$ cat config.mk
export PLATFORM = sky130hd
export DESIGN_NAME = ir_pulse_distance_decoder_top
export DESIGN_NICKNAME = d
export VERILOG_FILES = /design/src/irpd_pkg.sv /design/src/irpd_regs.sv /design/src/irpd_core.sv /design/src/ir_pulse_distance_decoder_top.sv
export SDC_FILE = /design/constraint.sdc
export NUM_CORES = 1
export LEC_CHECK = 0
export BUFFER_PORTS_ARGS = -buffer_cell sky130_fd_sc_hd__buf_2
export CORE_ASPECT_RATIO = 0.6
export CORE_MARGIN = 2
export CORE_UTILIZATION = 55
export CTS_BUF_LIST = sky130_fd_sc_hd__clkbuf_8
export CTS_CLUSTER_DIAMETER = 150
export DETAILED_ROUTE_END_ITERATION = 16
export GPL_ROUTABILITY_DRIVEN = 0
export PLACE_DENSITY = 0.76
export SETUP_SLACK_MARGIN = 0.05
export SLEW_MARGIN = 25
export SYNTH_ARGS = -nofsm -noshare
export SYNTH_HDL_FRONTEND = slang
export SYNTH_SLANG_ARGS = --single-unit
$ cat constraint.sdc
create_clock -name clk -period 5.2 [get_ports clk]
set_input_delay 1.04 -clock clk [delete_from_list [all_inputs] [get_ports clk]]
set_output_delay 1.04 -clock clk [all_outputs]
set_load 0.03 [all_outputs]
$ cat src/irpd_pkg.sv
// ----------------------------------------------------------------------------
// irpd_pkg
// Shared types, constants and helpers for the pulse-distance IR decoder.
// ----------------------------------------------------------------------------
package irpd_pkg;

    localparam int FRAME_BITS_DEF = 32;
    localparam int INTERVAL_W     = 16;
    localparam int FRAME_W        = 32;
    localparam int CFG_W          = 16;
    localparam int APB_DW         = 32;
    localparam int REG_IDX_W      = 3;
    localparam int APB_AW         = REG_IDX_W + 2;

    localparam logic [CFG_W-1:0] LEADER_MIN_RST = 16'd13000;
    localparam logic [CFG_W-1:0] LEADER_MAX_RST = 16'd14000;
    localparam logic [CFG_W-1:0] ONE_MIN_RST    = 16'd2000;
    localparam logic [CFG_W-1:0] ONE_MAX_RST    = 16'd2400;
    localparam logic [CFG_W-1:0] ZERO_MIN_RST   = 16'd1000;
    localparam logic [CFG_W-1:0] ZERO_MAX_RST   = 16'd1200;

    typedef enum logic [REG_IDX_W-1:0] {
        REG_LEADER_MIN = 3'd0,
        REG_LEADER_MAX = 3'd1,
        REG_ONE_MIN    = 3'd2,
        REG_ONE_MAX    = 3'd3,
        REG_ZERO_MIN   = 3'd4,
        REG_ZERO_MAX   = 3'd5
    } reg_idx_t;

    typedef struct packed {
        logic [CFG_W-1:0] leader_min;
        logic [CFG_W-1:0] leader_max;
        logic [CFG_W-1:0] one_min;
        logic [CFG_W-1:0] one_max;
        logic [CFG_W-1:0] zero_min;
        logic [CFG_W-1:0] zero_max;
    } irpd_cfg_t;

    function automatic logic in_window(
        input logic [INTERVAL_W-1:0] v,
        input logic [CFG_W-1:0]      lo,
        input logic [CFG_W-1:0]      hi
    );
        return (v >= lo) && (v <= hi);
    endfunction

endpackage

$ cat src/irpd_regs.sv
// ----------------------------------------------------------------------------
// irpd_regs
// APB register bank holding the leader, one and zero interval windows.
// ----------------------------------------------------------------------------
module irpd_regs (
    input  logic                       clk,
    input  logic                       rst_n,
    input  logic                       psel,
    input  logic                       penable,
    input  logic                       pwrite,
    input  logic [irpd_pkg::APB_AW-1:0] paddr,
    input  logic [irpd_pkg::APB_DW-1:0] pwdata,
    output logic [irpd_pkg::APB_DW-1:0] prdata,
    output logic                       pready,
    output irpd_pkg::irpd_cfg_t        cfg
);
    import irpd_pkg::*;

    irpd_cfg_t        cfg_reg;
    reg_idx_t         idx;
    logic [CFG_W-1:0] rd_val;
    logic             wr_en;

    assign pready = 1'b1;
    assign idx    = reg_idx_t'(paddr[APB_AW-1:2]);
    assign wr_en  = psel && penable && pwrite && pready;
    assign cfg    = cfg_reg;

    always_ff @(posedge clk or negedge rst_n)
    begin
        if (!rst_n)
        begin
            cfg_reg.leader_min <= LEADER_MIN_RST;
            cfg_reg.leader_max <= LEADER_MAX_RST;
            cfg_reg.one_min    <= ONE_MIN_RST;
            cfg_reg.one_max    <= ONE_MAX_RST;
            cfg_reg.zero_min   <= ZERO_MIN_RST;
            cfg_reg.zero_max   <= ZERO_MAX_RST;
        end
        else if (wr_en)
        begin
            case (idx)
                REG_LEADER_MIN: cfg_reg.leader_min <= pwdata[CFG_W-1:0];
                REG_LEADER_MAX: cfg_reg.leader_max <= pwdata[CFG_W-1:0];
                REG_ONE_MIN:    cfg_reg.one_min    <= pwdata[CFG_W-1:0];
                REG_ONE_MAX:    cfg_reg.one_max    <= pwdata[CFG_W-1:0];
                REG_ZERO_MIN:   cfg_reg.zero_min   <= pwdata[CFG_W-1:0];
                REG_ZERO_MAX:   cfg_reg.zero_max   <= pwdata[CFG_W-1:0];
                default:        ;
            endcase
        end
    end

    always_comb
    begin
        case (idx)
            REG_LEADER_MIN: rd_val = cfg_reg.leader_min;
            REG_LEADER_MAX: rd_val = cfg_reg.leader_max;
            REG_ONE_MIN:    rd_val = cfg_reg.one_min;
            REG_ONE_MAX:    rd_val = cfg_reg.one_max;
            REG_ZERO_MIN:   rd_val = cfg_reg.zero_min;
            REG_ZERO_MAX:   rd_val = cfg_reg.zero_max;
            default:        rd_val = '0;
        endcase
    end

    assign prdata = {{(APB_DW-CFG_W){1'b0}}, rd_val};

endmodule

$ cat src/irpd_core.sv
// ----------------------------------------------------------------------------
// irpd_core
// Interval classifier and frame assembler between an input and a result
// register.
// ----------------------------------------------------------------------------
module irpd_core #(
    parameter int FRAME_BITS = irpd_pkg::FRAME_BITS_DEF
) (
    input  logic                           clk,
    input  logic                           rst_n,
    input  irpd_pkg::irpd_cfg_t            cfg,
    input  logic                           s_tvalid,
    output logic                           s_tready,
    input  logic [irpd_pkg::INTERVAL_W-1:0] s_tdata,
    output logic                           m_tvalid,
    input  logic                           m_tready,
    output logic [irpd_pkg::FRAME_W-1:0]    m_tdata
);
    import irpd_pkg::*;

    localparam int CNT_W = $clog2(FRAME_BITS + 1);
    localparam int IDX_W = $clog2(FRAME_BITS);

    logic                        in_valid_reg;
    logic [INTERVAL_W-1:0]       interval_reg;
    logic                        receiving_reg;
    logic                        receiving_next;
    logic [CNT_W-1:0]            count_reg;
    logic [CNT_W-1:0]            count_next;
    logic [FRAME_BITS-1:0]       shift_reg;
    logic [FRAME_BITS-1:0]       shift_next;
    logic [FRAME_BITS-1:0]       word;
    logic [FRAME_BITS+FRAME_W-1:0] word_ext;
    logic                        out_valid_reg;
    logic [FRAME_W-1:0]          out_data_reg;
    logic                        advance;
    logic                        emit;
    logic                        hit_one;
    logic                        hit_zero;
    logic                        hit_leader;

    assign advance  = in_valid_reg && (!out_valid_reg || m_tready);
    assign s_tready = !in_valid_reg || advance;
    assign m_tvalid = out_valid_reg;
    assign m_tdata  = out_data_reg;

    assign hit_one    = in_window(interval_reg, cfg.one_min, cfg.one_max);
    assign hit_zero   = in_window(interval_reg, cfg.zero_min, cfg.zero_max);
    assign hit_leader = in_window(interval_reg, cfg.leader_min, cfg.leader_max);

    always_comb
    begin
        word                       = shift_reg;
        word[count_reg[IDX_W-1:0]] = hit_one;
        word_ext                   = {{FRAME_W{1'b0}}, word};
        receiving_next             = receiving_reg;
        count_next                 = count_reg;
        shift_next                 = shift_reg;
        emit                       = 1'b0;
        if (receiving_reg)
        begin
            if (hit_one || hit_zero)
            begin
                count_next = count_reg + 1'b1;
                shift_next = word;
                if (count_next == CNT_W'(FRAME_BITS))
                begin
                    emit           = 1'b1;
                    receiving_next = 1'b0;
                    count_next     = '0;
                    shift_next     = '0;
                end
            end
            else
            begin
                receiving_next = 1'b0;
                count_next     = '0;
                shift_next     = '0;
            end
        end
        if (hit_leader)
        begin
            receiving_next = 1'b1;
        end
    end

    always_ff @(posedge clk or negedge rst_n)
    begin
        if (!rst_n)
        begin
            in_valid_reg  <= 1'b0;
            receiving_reg <= 1'b0;
            count_reg     <= '0;
            shift_reg     <= '0;
            out_valid_reg <= 1'b0;
        end
        else
        begin
            if (s_tready)
            begin
                in_valid_reg <= s_tvalid;
            end
            if (advance)
            begin
                receiving_reg <= receiving_next;
                count_reg     <= count_next;
                shift_reg     <= shift_next;
                out_valid_reg <= emit;
            end
            else if (m_tready)
            begin
                out_valid_reg <= 1'b0;
            end
        end
    end

    always_ff @(posedge clk)
    begin
        if (s_tvalid && s_tready)
        begin
            interval_reg <= s_tdata;
        end
        if (advance && emit)
        begin
            out_data_reg <= word_ext[FRAME_W-1:0];
        end
    end

endmodule

$ cat src/ir_pulse_distance_decoder_top.sv
// ----------------------------------------------------------------------------
// ir_pulse_distance_decoder_top
// Pulse-distance infrared frame decoder with APB window registers.
// A frame word passes the input register and then the result register after the beat of its last bit.
// Throughput: one interval beat per cycle while result beats drain, set by the single classify stage.
// A stalled result beat holds the input register only once it is also full.
// Reset clears the frame state and loads the default windows.
// ----------------------------------------------------------------------------
module ir_pulse_distance_decoder_top #(
    parameter int FRAME_BITS = irpd_pkg::FRAME_BITS_DEF
) (
    input  logic                           clk,
    input  logic                           rst_n,
    input  logic                           s_tvalid,
    output logic                           s_tready,
    input  logic [irpd_pkg::INTERVAL_W-1:0] s_tdata,   // [15:0] edge_interval
    output logic                           m_tvalid,
    input  logic                           m_tready,
    output logic [irpd_pkg::FRAME_W-1:0]    m_tdata,   // [31:0] frame_data
    input  logic                           psel,
    input  logic                           penable,
    input  logic                           pwrite,
    input  logic [irpd_pkg::APB_AW-1:0]     paddr,
    input  logic [irpd_pkg::APB_DW-1:0]     pwdata,
    output logic [irpd_pkg::APB_DW-1:0]     prdata,
    output logic                           pready
);
    import irpd_pkg::*;

    irpd_cfg_t cfg;

    irpd_regs u_regs (
        .clk     (clk),
        .rst_n   (rst_n),
        .psel    (psel),
        .penable (penable),
        .pwrite  (pwrite),
        .paddr   (paddr),
        .pwdata  (pwdata),
        .prdata  (prdata),
        .pready  (pready),
        .cfg     (cfg)
    );

    irpd_core #(
        .FRAME_BITS (FRAME_BITS)
    ) u_core (
        .clk      (clk),
        .rst_n    (rst_n),
        .cfg      (cfg),
        .s_tvalid (s_tvalid),
        .s_tready (s_tready),
        .s_tdata  (s_tdata),
        .m_tvalid (m_tvalid),
        .m_tready (m_tready),
        .m_tdata  (m_tdata)
    );

endmodule

==> run summary <==
CTS
--------------------------------------------------------------------------------
Clk root buf                                                            clkbuf_8
CTS tree                                                                   built
Clock Pin Slew Worst Setup and Hold Paths                                0.10 ns
Maximum count of clock buffers along a single path                             2
Number of resized instances in the post-cts repair step                        0
Clock latency reported for the late side of the worst-skew pair          0.49 ns
Number of buffers created by CTS                                              17
Number of buffers added for setup after CTS                                    0
Number of levels in the clock H-tree                                           4
Total of hold buffers inserted after clock tree synthesis                      0
CTS sink count                                                               185

SYNTHESIS
--------------------------------------------------------------------------------
Post-synth EDFFs                                                              48
Mapped Area                                                           10400 um^2
Most common library cells after synthesis                           nand2_1 (210), o21ai_0 (155), dfrtp_1 (104), inv_1 (103), ha_1 (100)
Top cell type by total area after synthesis                              dfrtp_1
Synthesized area divided by synthesized cell count                     9.37 um^2
Warnings, synthesis                                                            0
Primary flip-flop cell chosen by synthesis mapping                       dfrtp_1
Top cells by area, synth                                            dfrtp_1 (25%), edfxtp_1 (14%), ha_1 (12%)
Sequential fraction of the synthesis area                                  47.1%
Post-synthesis sequential element count                                      185
Post-synth top area share                                                  25.0%
Number of standard cells after synthesis                                    1113
Count of different cell masters after synthesis                               56
Share of synthesized flip-flops with an asynchronous set or reset          74.1%
Cell with the most instances after synthesis                             nand2_1

WORST SETUP PATH
--------------------------------------------------------------------------------
Sort of element at the end of the critical path                      output port
Critical path arrival                                                    2.99 ns
Data required time at the worst endpoint                                 4.16 ns
Maximum fanout encountered on the critical timing path                        13
Type of origin of the critical path                                 primary input
Crit Path Class                                                        in -> out

PWR
--------------------------------------------------------------------------------
Internal power                                                         0.00262 W
Share of total power in sequential cells                                   44.3%
Net switching power                                                    0.00172 W
Clock network power share                                                  24.0%
Peak supply drop                                                        0.216 mV
Power density normalized to cell area                                378 nW/um^2
Leakage Power                                                            5.19 nW
Logic gate share of total power                                            31.7%
Switching share of total power                                             39.7%

GLOBAL ROUTE
--------------------------------------------------------------------------------
Remaining global-route overflow                                                0
Global-route wire length before repair                                   44.4 mm
Overall Global Routing Usage                                               28.9%
Number of antenna violations at the first check in global routing              0
Maximum number of pins on one net before global-route repair                 104
Number of global-route vias before repair                                   7941

STA
--------------------------------------------------------------------------------
Post-layout minimum cycle time                                           4.03 ns
Setup ws final                                                           1.17 ns
Setup repair after global routing missed its margin                           no
Final setup violation count                                                    0
Largest clock skew in the final design                                 0.0267 ns
Max-slew violation count                                                       0
Maximum clock frequency                                                  248 MHz
Final clock period utilization by the worst path                           77.5%
Slew at the pin closest to its max-slew limit                            1.04 ns
Number of failing hold endpoints at the final stage                            0
Relative slew slack                                                        30.7%
Final total negative setup slack                                            0 ns
Post-Route Hold Slack                                                   0.413 ns

DIE
--------------------------------------------------------------------------------
Floorplan row count                                                           38
Area of the die                                                       20100 um^2
Overall die width                                                         182 um
Boundary pin count                                                           127
Initial Utilization                                                        56.9%
Chip Height                                                               111 um
Core ar.                                                              18300 um^2

PLACEMENT
--------------------------------------------------------------------------------
Post-place setup slack                                                   1.28 ns
Buffers added on ports                                                        91
Post-DP HPWL                                                             20.6 mm

ROUTING
--------------------------------------------------------------------------------
Drt via density                                                             6.01
Total number of vias                                                        8657
Post-route antenna net violation count                                         0
Final Routed Wirelength                                                  28.3 mm
Number of remaining DRC errors                                                 0
DRC violation total after the first TritonRoute iteration                   1080
Total iterations of the first detailed-routing run                             6
Per-cell routed wire length                                              19.6 um

FINISH
--------------------------------------------------------------------------------
Final Core Density                                                         62.8%
Growth of design area from synthesis to finish                             10.2%
Number of antenna diodes                                                       0
Final layout net count                                                      1347
Max reg flops                                                                 96
Fraction of final layout cells sized beyond drive strength 1               17.8%

WORST HOLD PATH
--------------------------------------------------------------------------------
Worst min-delay path class                                           in -> async

RUN STATUS
--------------------------------------------------------------------------------
Run status                                                             completed

JOB
--------------------------------------------------------------------------------
Max-cap check violation count                                                  0

## cell type report
| class | count | area, um^2 |
|---|---|---|
| well taps | 240 | 300 |
| flip-flops and latches | 185 | 4910 |
| inverters | 104 | 390 |
| multi-input cells | 773 | 4870 |
| clock buffers | 17 | 234 |
| clock inverters | 15 | 190 |
| repair buffers | 106 | 594 |
| fillers | 1535 | 6820 |
## routing by layer
layer,global-route usage [%],routed length (um)
met1,45.5,12900
met2,38.4,11200
met3,8.38,3920
met4,6.72,270
met5,0,0
## cells by family after synthesis
logic type	synth area share, %
flip-flops	47.1
AO/OA/AOI/OAI	18.1
other	0.0720
multiplexers	1.43
AND/OR/NAND/NOR	14.3
buffers and inverters	6.96
adder cells (fa/ha/maj)	12.0
## final timing paths
check	from	end	slack (ns)	cells after the start
worst max-delay path	paddr[3]	prdata[12]	1.17	7
worst min-delay path	rst_n	u_regs.cfg[39]$_DFFE_PN0P_	0.41	1
worst max register to register	u_regs.cfg[43]$_DFFE_PN1P_	u_core.m_tdata[5]$_DFFE_PP_	1.63	11
worst min register to register	u_regs.cfg[89]$_DFFE_PN1P_	u_regs.cfg[89]$_DFFE_PN1P_	0.53	2
max in group asynchronous	rst_n	u_core.shift_reg[26]$_DFFE_PN0P_	3.59	3
min in group clk	u_regs.cfg[89]$_DFFE_PN1P_	u_regs.cfg[89]$_DFFE_PN1P_	0.53	2
## power groups by stage
stage	clock network (W)	registers (W)	logic [W]
after detailed placement	0	0.00195	0.00133
final	0.00104	0.00192	0.00137
after floorplan	0	0.00187	0.000990
after CTS	0.00106	0.00192	0.00134
after global placement	0	0.00193	0.00128
after global routing	0.00111	0.00195	0.00153
## per-stage QoR
| step | cells | power (W) | cell area [um^2] |
|---|---|---|---|
| 3_5_place_dp | 1407 | 0.00328 | 11000 |
| 3_3_place_gp | 1407 | 0.00322 | 11000 |
| 2_1_floorplan | 1128 | 0.00286 | 10500 |
| 5_1_grt | 1440 | 0.00459 | 11500 |
| 6_report | 1440 | 0.00434 | 11500 |
| 4_1_cts | 1439 | 0.00432 | 11500 |
## layout by cell type (no fill, tap or decap), types with 23 or more instances in the layout
cell type	netlist	layout
a21oi_1	37	37
a21oi_2	23	23
buf_2	1	90
dfrtp_1	104	104
dfstp_2	33	33
edfxtp_1	48	48
ha_1	100	100
inv_1	103	103
nand2_1	210	210
nand3_1	40	40
o21ai_0	155	155
## critical path, stage by stage
cell and delay (ns):
buf_2 0.16, and3b_1 0.32, inv_1 0.53, o22ai_1 0.15
a221oi_1 0.34, o221ai_1 0.22, buf_2 0.23
(Power assumes the default switching activity.)
